File: src/design/phl_pkg.sv
`timescale 1ns / 1ps
package phl_pkg;

    localparam int unsigned BUCKETS = 256;
    localparam int unsigned SLOTS   = 1024;
    localparam int BKT_AW  = $clog2(BUCKETS);
    localparam int SLOT_AW = $clog2(SLOTS);

    localparam logic [20:0] PRIME = 21'd1984533;
    // floor(2^42 / PRIME) for the quotient estimate
    localparam logic [21:0] RECIP = 22'((64'd1 << 42) / 64'(PRIME));
    // key + 2^31 offset, folded back: key = ukey_flipped + KEY_OFS (mod PRIME)
    localparam logic [20:0] KEY_OFS =
        21'((64'(PRIME) - ((64'd1 << 31) % 64'(PRIME))) % 64'(PRIME));

    localparam logic [1:0] FUNC_DESC  = 2'd0;
    localparam logic [1:0] FUNC_SLOT  = 2'd1;
    localparam logic [1:0] FUNC_QUERY = 2'd2;

    localparam logic [1:0] CFG_FIRST_MULT  = 2'd0;
    localparam logic [1:0] CFG_FIRST_ADD   = 2'd1;
    localparam logic [1:0] CFG_NUM_BUCKETS = 2'd2;

    typedef struct packed {
        logic [20:0] mult;
        logic [20:0] add;
        logic [10:0] count;
        logic [9:0]  base;
    } t_bucket;

    typedef struct packed {
        logic        valid;
        logic [31:0] key;
    } t_slot;

    typedef struct packed {
        logic [1:0]  func;
        logic [9:0]  idx;
        logic [31:0] key;
        logic [20:0] bmult;
        logic [20:0] badd;
        logic [10:0] count;
        logic [9:0]  base;
        logic        svalid;
    } t_item;

    typedef struct packed {
        t_item       item;
        logic [20:0] kr;
    } t_l1_sb;

    typedef struct packed {
        logic [1:0]  func;
        logic [9:0]  idx;
        logic [31:0] key;
        logic        svalid;
        logic [9:0]  base;
        logic        ok;
    } t_l2_sb;

    // Underestimates floor(x / PRIME) by at most 3.
    function automatic logic [22:0] f_quot_est(input logic [42:0] x);
        logic [44:0] p;
        p = 45'(x[42:20]) * 45'(RECIP);
        return p[44:22];
    endfunction

    // Remainder below 4*PRIME, so 24 low bits suffice.
    function automatic logic [23:0] f_rem_est(input logic [42:0] x, input logic [22:0] q);
        logic [43:0] qp;
        qp = 44'(q) * 44'(PRIME);
        return x[23:0] - qp[23:0];
    endfunction

    function automatic logic [20:0] f_rem_fix(input logic [23:0] r);
        logic [23:0] t;
        t = r;
        if (t >= {2'b00, PRIME, 1'b0}) begin
            t = t - {2'b00, PRIME, 1'b0};
        end
        if (t >= {3'b000, PRIME}) begin
            t = t - {3'b000, PRIME};
        end
        return t[20:0];
    endfunction

endpackage

File: src/design/phl_hash.sv
`timescale 1ns / 1ps
module phl_hash #(
    parameter int SbWidth = 1
) (
    input  logic               i_clk,
    input  logic               i_rst_n,
    input  logic               i_en,
    input  logic               i_valid,
    input  logic [20:0]        i_mult,
    input  logic [20:0]        i_add,
    input  logic [10:0]        i_modulus,
    input  logic [20:0]        i_kr,
    input  logic [SbWidth-1:0] i_sb,
    output logic               o_valid,
    output logic [10:0]        o_rem,
    output logic [SbWidth-1:0] o_sb
);
    import phl_pkg::*;

    localparam int DivSteps = 21;

    function automatic logic [10:0] f_div_step(input logic [10:0] rem, input logic b,
                                               input logic [10:0] n);
        logic [11:0] t;
        t = {rem, b};
        if (t >= {1'b0, n}) begin
            t = t - {1'b0, n};
        end
        return t[10:0];
    endfunction

    // mod PRIME front end
    logic [3:0]         r_fv;
    logic [42:0]        r_x;
    logic [42:0]        r_x1;
    logic [22:0]        r_q;
    logic [23:0]        r_r;
    logic [20:0]        r_h;
    logic [10:0]        r_n  [4];
    logic [SbWidth-1:0] r_sb [4];

    always_ff @(posedge i_clk) begin
        if (!i_rst_n) begin
            r_fv <= '0;
        end else if (i_en) begin
            r_fv <= {r_fv[2:0], i_valid};
        end
    end

    always_ff @(posedge i_clk) begin
        if (i_en) begin
            r_x     <= 43'(i_mult) * 43'(i_kr) + 43'(i_add);
            r_n[0]  <= i_modulus;
            r_sb[0] <= i_sb;
            r_q     <= f_quot_est(r_x);
            r_x1    <= r_x;
            r_r     <= f_rem_est(r_x1, r_q);
            r_h     <= f_rem_fix(r_r);
            for (int k = 1; k < 4; k++) begin
                r_n[k]  <= r_n[k-1];
                r_sb[k] <= r_sb[k-1];
            end
        end
    end

    // restoring remainder, one dividend bit per stage
    logic [DivSteps-1:0] r_dv;
    logic [10:0]         r_drem [DivSteps];
    logic [20:0]         r_dh   [DivSteps];
    logic [10:0]         r_dn   [DivSteps];
    logic [SbWidth-1:0]  r_dsb  [DivSteps];

    logic [10:0]         w_rem_in [DivSteps];
    logic [20:0]         w_h_in   [DivSteps];
    logic [10:0]         w_n_in   [DivSteps];
    logic [SbWidth-1:0]  w_sb_in  [DivSteps];

    always_comb begin
        w_rem_in[0] = '0;
        w_h_in[0]   = r_h;
        w_n_in[0]   = r_n[3];
        w_sb_in[0]  = r_sb[3];
        for (int k = 1; k < DivSteps; k++) begin
            w_rem_in[k] = r_drem[k-1];
            w_h_in[k]   = r_dh[k-1];
            w_n_in[k]   = r_dn[k-1];
            w_sb_in[k]  = r_dsb[k-1];
        end
    end

    always_ff @(posedge i_clk) begin
        if (!i_rst_n) begin
            r_dv <= '0;
        end else if (i_en) begin
            r_dv <= {r_dv[DivSteps-2:0], r_fv[3]};
        end
    end

    always_ff @(posedge i_clk) begin
        if (i_en) begin
            for (int k = 0; k < DivSteps; k++) begin
                r_drem[k] <= f_div_step(w_rem_in[k], w_h_in[k][20], w_n_in[k]);
                r_dh[k]   <= {w_h_in[k][19:0], 1'b0};
                r_dn[k]   <= w_n_in[k];
                r_dsb[k]  <= w_sb_in[k];
            end
        end
    end

    assign o_valid = r_dv[DivSteps-1];
    assign o_rem   = r_drem[DivSteps-1];
    assign o_sb    = r_dsb[DivSteps-1];

endmodule

File: config.mk
export PLATFORM = sky130hd
export DESIGN_NAME = phl_hash
export DESIGN_NICKNAME = d
export VERILOG_FILES = /design/src/design/phl_pkg.sv /design/src/design/phl_hash.sv
export SDC_FILE = /design/constraint.sdc
export NUM_CORES = 2
export LEC_CHECK = 0
export CORE_UTILIZATION = 44
export DETAILED_ROUTE_END_ITERATION = 8
export DONT_BUFFER_PORTS = 1
export GPL_TIMING_DRIVEN = 0
export PLACE_DENSITY = 0.56
export SETUP_SLACK_MARGIN = 0.3
export SKIP_LAST_GASP = 1
export SYNTH_ARGS = -nofsm -noshare
export SYNTH_HDL_FRONTEND = slang
export SYNTH_SLANG_ARGS = --single-unit
File: constraint.sdc
create_clock -name i_clk -period 16.75 [get_ports i_clk]
set_input_delay 1.675 -clock i_clk [delete_from_list [all_inputs] [get_ports i_clk]]
set_output_delay 1.675 -clock i_clk [all_outputs]
set_load 0.02 [all_outputs]
== Word-level counts from Yosys, hierarchy flattened ==
Memory sizes are Yosys's and may differ from the RTL's.
Index checks and enable logic that the tools add are counted.

* Magnitude comparators: 23
* Mux-type cells: 47
* Add/subtract/negate cells: 25
* $mul: 3

{| class="wikitable"
|+ Operator list
! operator !! count
|-
| $mux 11 || 42
|-
| $ge 12x11->1 || 20
|-
| $sub 11x11->11 || 20
|-
| $mux 24 || 2
|-
| $mul 23x22->45 const B || 1
|-
| $add 42x21->43 || 1
|-
| $mul 21x21->42 || 1
|-
| $ge 24x21->1 const B || 1
|-
| $ge 24x22->1 const B || 1
|-
| $mul 23x21->24 const B || 1
|-
| $sub 24x22->24 const B || 1
|-
| $sub 24x24->24 || 1
|-
| $mux 21 || 1
|-
| $sub 21x21->21 const B || 1
|-
| $ge 1x11->1 || 1
|-
| $sub 1x11->11 || 1
|-
| $mux 1 || 2
|}

* Output and inout port bits: 13
* Input bits: 79
* Memories: 6
* Register bits after elaboration: 160
* Bits in writable memories: 951
* Word-level logic and storage cells: 111

{| class="wikitable"
|+ Memory list
! memory !! words !! width !! rd ports !! clocked after Yosys merged registers in !! write ports !! line !! source
|-
| r_dh || 21 || 20 || 20 || 0 || 21 || phl_hash.sv:69 || <nowiki>logic [20:0] r_dh [DivSteps];</nowiki>
|-
| r_dn || 21 || 11 || 20 || 0 || 21 || phl_hash.sv:70 || <nowiki>logic [10:0] r_dn [DivSteps];</nowiki>
|-
| r_drem || 21 || 11 || 21 || 0 || 21 || phl_hash.sv:68 || <nowiki>logic [10:0] r_drem [DivSteps];</nowiki>
|-
| r_n || 4 || 11 || 4 || 0 || 4 || phl_hash.sv:39 || <nowiki>logic [10:0] r_n [4];</nowiki>
|-
| r_dsb || 21 || 1 || 21 || 0 || 21 || phl_hash.sv:71 || <nowiki>logic [SbWidth-1:0] r_dsb [DivSteps];</nowiki>
|-
| r_sb || 4 || 1 || 4 || 0 || 4 || phl_hash.sv:40 || <nowiki>logic [SbWidth-1:0] r_sb [4];</nowiki>
|}

== Longest topological paths before layout ==
* Depth in word-level cells: 5
* Gate-level depth with buffers: 27
* Gate-level depth less buffers: 26

== Worst setup path after synthesis ==
OpenSTA, ideal clock, no wires.

* Kind: input-to-reg
* Start: input port i_kr[20]
* End: register r_x[41], data pin
* Buffers on the path: 1
* Library setup time: 259 ps
* Arrival time: 8257 ps
* Data required time: 16491 ps
* Cell stages on the path: 22
* Setup slack: 8234 ps
* Cells stage by stage: clkbuf_1 > nand2_1 > fa_1 > fa_1 > inv_1 > fa_1 > fa_1 > fa_1 > fa_1 > inv_1 > fa_1 > inv_1 > ha_1 > a21oi_1 > o21ai_0 > or2_2 > or3_1 > o21a_1 > a31o_2 > a41o_1 > o31a_1 > a211o_1

* Cells in the longest elaborated chain, start to end: 2

{| class="wikitable"
|+ RTL lines
! item !! line !! source
|-
| start: declaration || phl_hash.sv:12 || <nowiki>input logic [20:0] i_kr,</nowiki>
|-
| $mul 21x21->42 || phl_hash.sv:52 || <nowiki>r_x <= 43'(i_mult) * 43'(i_kr) + 43'(i_add);</nowiki>
|-
| $add 42x21->43 || phl_hash.sv:52 ||
|-
| end signal: assignment || phl_hash.sv:52 ||
|-
| end: declaration || phl_hash.sv:34 || <nowiki>logic [42:0] r_x;</nowiki>
|}

No other way between the ends.
A chain may end at the register's enable or synchronous reset.

== Worst setup path in the final report ==
* Start: input port i_mult[12]
* End: register r_x[42], data pin

* Cells in the longest elaborated chain, start to end: 2

{| class="wikitable"
|+ RTL lines
! item !! line !! source
|-
| start: declaration || phl_hash.sv:9 || <nowiki>input logic [20:0] i_mult,</nowiki>
|-
| $mul 21x21->42 || phl_hash.sv:52 ||
|-
| $add 42x21->43 || phl_hash.sv:52 ||
|}

No other way between the ends.

==> results.py <==
metrics = {
    "outcome": {
        "outcome": "complete, but fails checks",
        "violations": "slew limit",
    },
    "clock_network": {
        "cts-htree-levels": 3,
        "ctsHoldBuffers": 0,
        "cts_tree": "built",
        "cts-resized-gates": 0,
        "postCtsSetupBuffers": 0,
        "clk_latency_ns": 0.70,
        "cts_buffers": 98,
        "path_clk_slew_ns": 0.06,
        "cts_num_sinks": 890,
        "cts_root_buffer": "clkbuf_16",
        "cts_buffer_depth": 3,
    },
    "floorplan": {
        "die_h_um": 392,
        "coreArea_mm2": 0.150,
        "fp.dieW_um": 392,
        "start_util_pct": 44.5,
        "dieArea_mm2": 0.154,
        "rows": 142,
        "io_pins": 92,
    },
    "worst_setup_path": {
        "path_depth": 27,
        "cp-end-kind": "flop",
        "startpoint_type": "primary input",
        "cpLargestDelayFamily": "adder cells",
        "arrival_ns": 9.44,
        "crit_top_cell": "fa_1",
        "worst_path_max_delay_cell": "clkbuf_1",
        "ff2ff_setup_slack_ns": 10.26,
        "crit_end": "r_x[42]",
        "r2r_end": "r_q[11]",
        "worstSetupStartpoint": "i_mult[12]",
        "max_stage_delay_ns": 0.62,
        "required_ns": 17.14,
        "crit_type": "in -> reg",
        "worst-path-max-fanout": 10,
        "ff2ff_path_depth": 21,
        "r2r_start": "r_x[33]",
        "path_buf_inv": 8,
    },
    "timing": {
        "fin_crit_ns": 9.05,
        "fin_crit_sh_pct": 54.0,
        "rsz0062_at_grt": "false",
        "fin_tns_setup_ns": 0,
        "hold_viol": 0,
        "slew_headroom_pct": -9.70,
        "slew_violations": 180,
        "skew_ns": 0.0624,
        "worst_pin_slew_ns": 1.65,
        "finalSetupViolCount": 0,
        "timing.fmax_mhz": 110,
    },
    "global_routing": {
        "overflow": 0,
        "grt_max_degree": 276,
        "antenna_found_initial": 2,
        "track_usage_pct": 18.0,
        "grt_pass1_vias": 41800,
        "grt_pass1_wl_mm": 219,
    },
    "synth": {
        "synthTopCellsByArea": "edfxtp_1 39%, fa_1 18%, ha_1 13%",
        "netlist_area_mm2": 0.0669,
        "synthCells": 5952,
        "synth_edf_count": 865,
        "async_reset_ff_share_pct": 0,
        "synth_seq_area_share_pct": 39.6,
        "synthFlopType": "edfxtp_1",
        "syn_nets": 7321,
        "synth_top_area_share_pct": 38.8,
        "synth_cell_types": 74,
        "yosysMostFrequentCell": "inv_1",
        "ys.warnings.count": 0,
        "ys_top_cells_by_count": "1243 x inv_1, 865 x edfxtp_1, 688 x ha_1, 602 x fa_1, 361 x nor2_1",
        "synth.largest_area_cell": "edfxtp_1",
        "postSynthAreaPerCell_um2": 11.2,
        "yosys_register_bits": 890,
    },
    "flow_run": {
        "cap_violations": 0,
    },
    "hold_path": {
        "hp-class": "reg -> reg",
    },
    "final_layout": {
        "area_growth_syn_to_layout_pct": 8.79,
        "drive_gt1_share_pct": 4.72,
        "nets": 7426,
    },
    "route": {
        "viasPerCell": 5.00,
        "wirelength_mm": 135,
        "drtPass1Iterations": 5,
        "ant_nets": 0,
        "drt_iter0_drc": 1953,
        "drc_errors": 0,
        "via_count": 40800,
        "wl_per_cell_um": 16.6,
    },
    "placement": {
        "gp_congestion": 0.892,
        "port_buffers": 0,
        "dp_hpwl_mm": 107,
    },
}
==> stage by stage <==
| stage | setup WS [ns] | area [µm²] | std cells | utilization (%) | hold slack [ns] |
|---|---|---|---|---|---|
| 4_1_cts | 7.70 | 72800 | 8157 | 48.4 | 0.412 |
| 3_5_place_dp | 7.03 | 69600 | 7973 | 46.3 | 0.405 |
| 2_1_floorplan | 8.23 | 66900 | 5952 | - | 0.400 |
| 3_3_place_gp | 6.25 | 69400 | 7968 | 46.2 | 0.400 |
| 6_report | 7.70 | 72800 | 8159 | 48.4 | 0.412 |
| 5_1_grt | 7.28 | 72800 | 8158 | 48.4 | 0.409 |
==> kinds of logic after synthesis <==
logic type,Yosys count,share of synthesized area (%)
DFF,890,39.6
AOI/OAI and AO/OA,731,7.23
muxes,166,2.67
adders and majority gates,1290,30.9
buffers and inverters,1353,7.67
xor gates and xnor gates,142,1.86
and+or+nand+nor,1380,10.1
==> registers in the layout, indices dropped and copies added (netlist names), 21 cells and up <==
register and cells:
r_dn 220, r_dv 21, r_drem 231, r_q 23
r_x1 24, r_h 21, r_n 44, r_x 43
r_dsb 21, r_dh 210, r_r 24
==> worst reg2reg max path, cell delays in order (launching register included) <==
cell and delay, ns:
edfxtp_1 0.53, ha_1 0.36, ha_1 0.33, inv_1 0.07, fa_1 0.49, inv_1 0.05
fa_1 0.49, inv_1 0.05, fa_1 0.52, inv_1 0.05, fa_1 0.43, ha_1 0.30
ha_1 0.31, a2111oi_0 0.44, nand2_1 0.13, o31ai_1 0.27, o31a_1 0.29, a21o_1 0.24
a21boi_0 0.17, o21a_1 0.23, or4_1 0.39, o311ai_0 0.13
==> how the worst min path moves through the flow <==
stage / cells after the start / from / end / slack [ns]
6_report: 0 / r_h[10] / r_dh[0][10] / 0.41
5_1_grt: 0 / r_h[10] / r_dh[0][10] / 0.41
4_1_cts: 0 / r_x[6] / r_x1[6] / 0.41
3_5_place_dp: 0 / r_dh[0][7] / r_dh[0][28] / 0.40
3_3_place_gp: 0 / r_x[3] / r_x1[3] / 0.40
2_1_floorplan: 0 / r_h[0] / r_dh[0][0] / 0.40
==> routing by layer <==
layer	GRT usage [%]	wire [µm]	up-vias
met5	0	0	-
met4	5.60	3830	0
met3	3.29	6740	224
met2	29.8	64000	749
met1	23.8	60800	19800
li1	-	-	20000
==> cell type report <==
class,count,area [µm²]
Antenna cell,2,5.00
Buffer,109,465
Clock buffer,125,2570
Clock inverter,59,657
Fill cell,13800,77500
Inverter,1244,4670
Multi-Input combinational cell,3709,35300
Sequential cell,890,26500
Tap cell,2016,2520
Timing Repair Buffer,5,120
==> cells in the final DEF, fill, tap and decap left out, types with 31 or more instances in the layout <==
master and n:
clkbuf_1 117, nand3_1 98, xor2_1 40, a21oi_1 83, and2_1 266, xnor2_1 102
a21boi_0 138, o21a_1 41, fa_1 602, nor3_1 59, nor2_1 361, o31ai_1 88
o21ai_0 225, nor2b_1 83, ha_1 688, nand2_1 359, inv_1 1243, mux2i_1 68
nand4_1 48, mux2_2 97, clkbuf_16 99, edfxtp_1 865, a21o_1 31
Power is left out: the tool's default activity adds up to more than one toggle a clock period on the data nets, which glitch-free logic cannot reach.
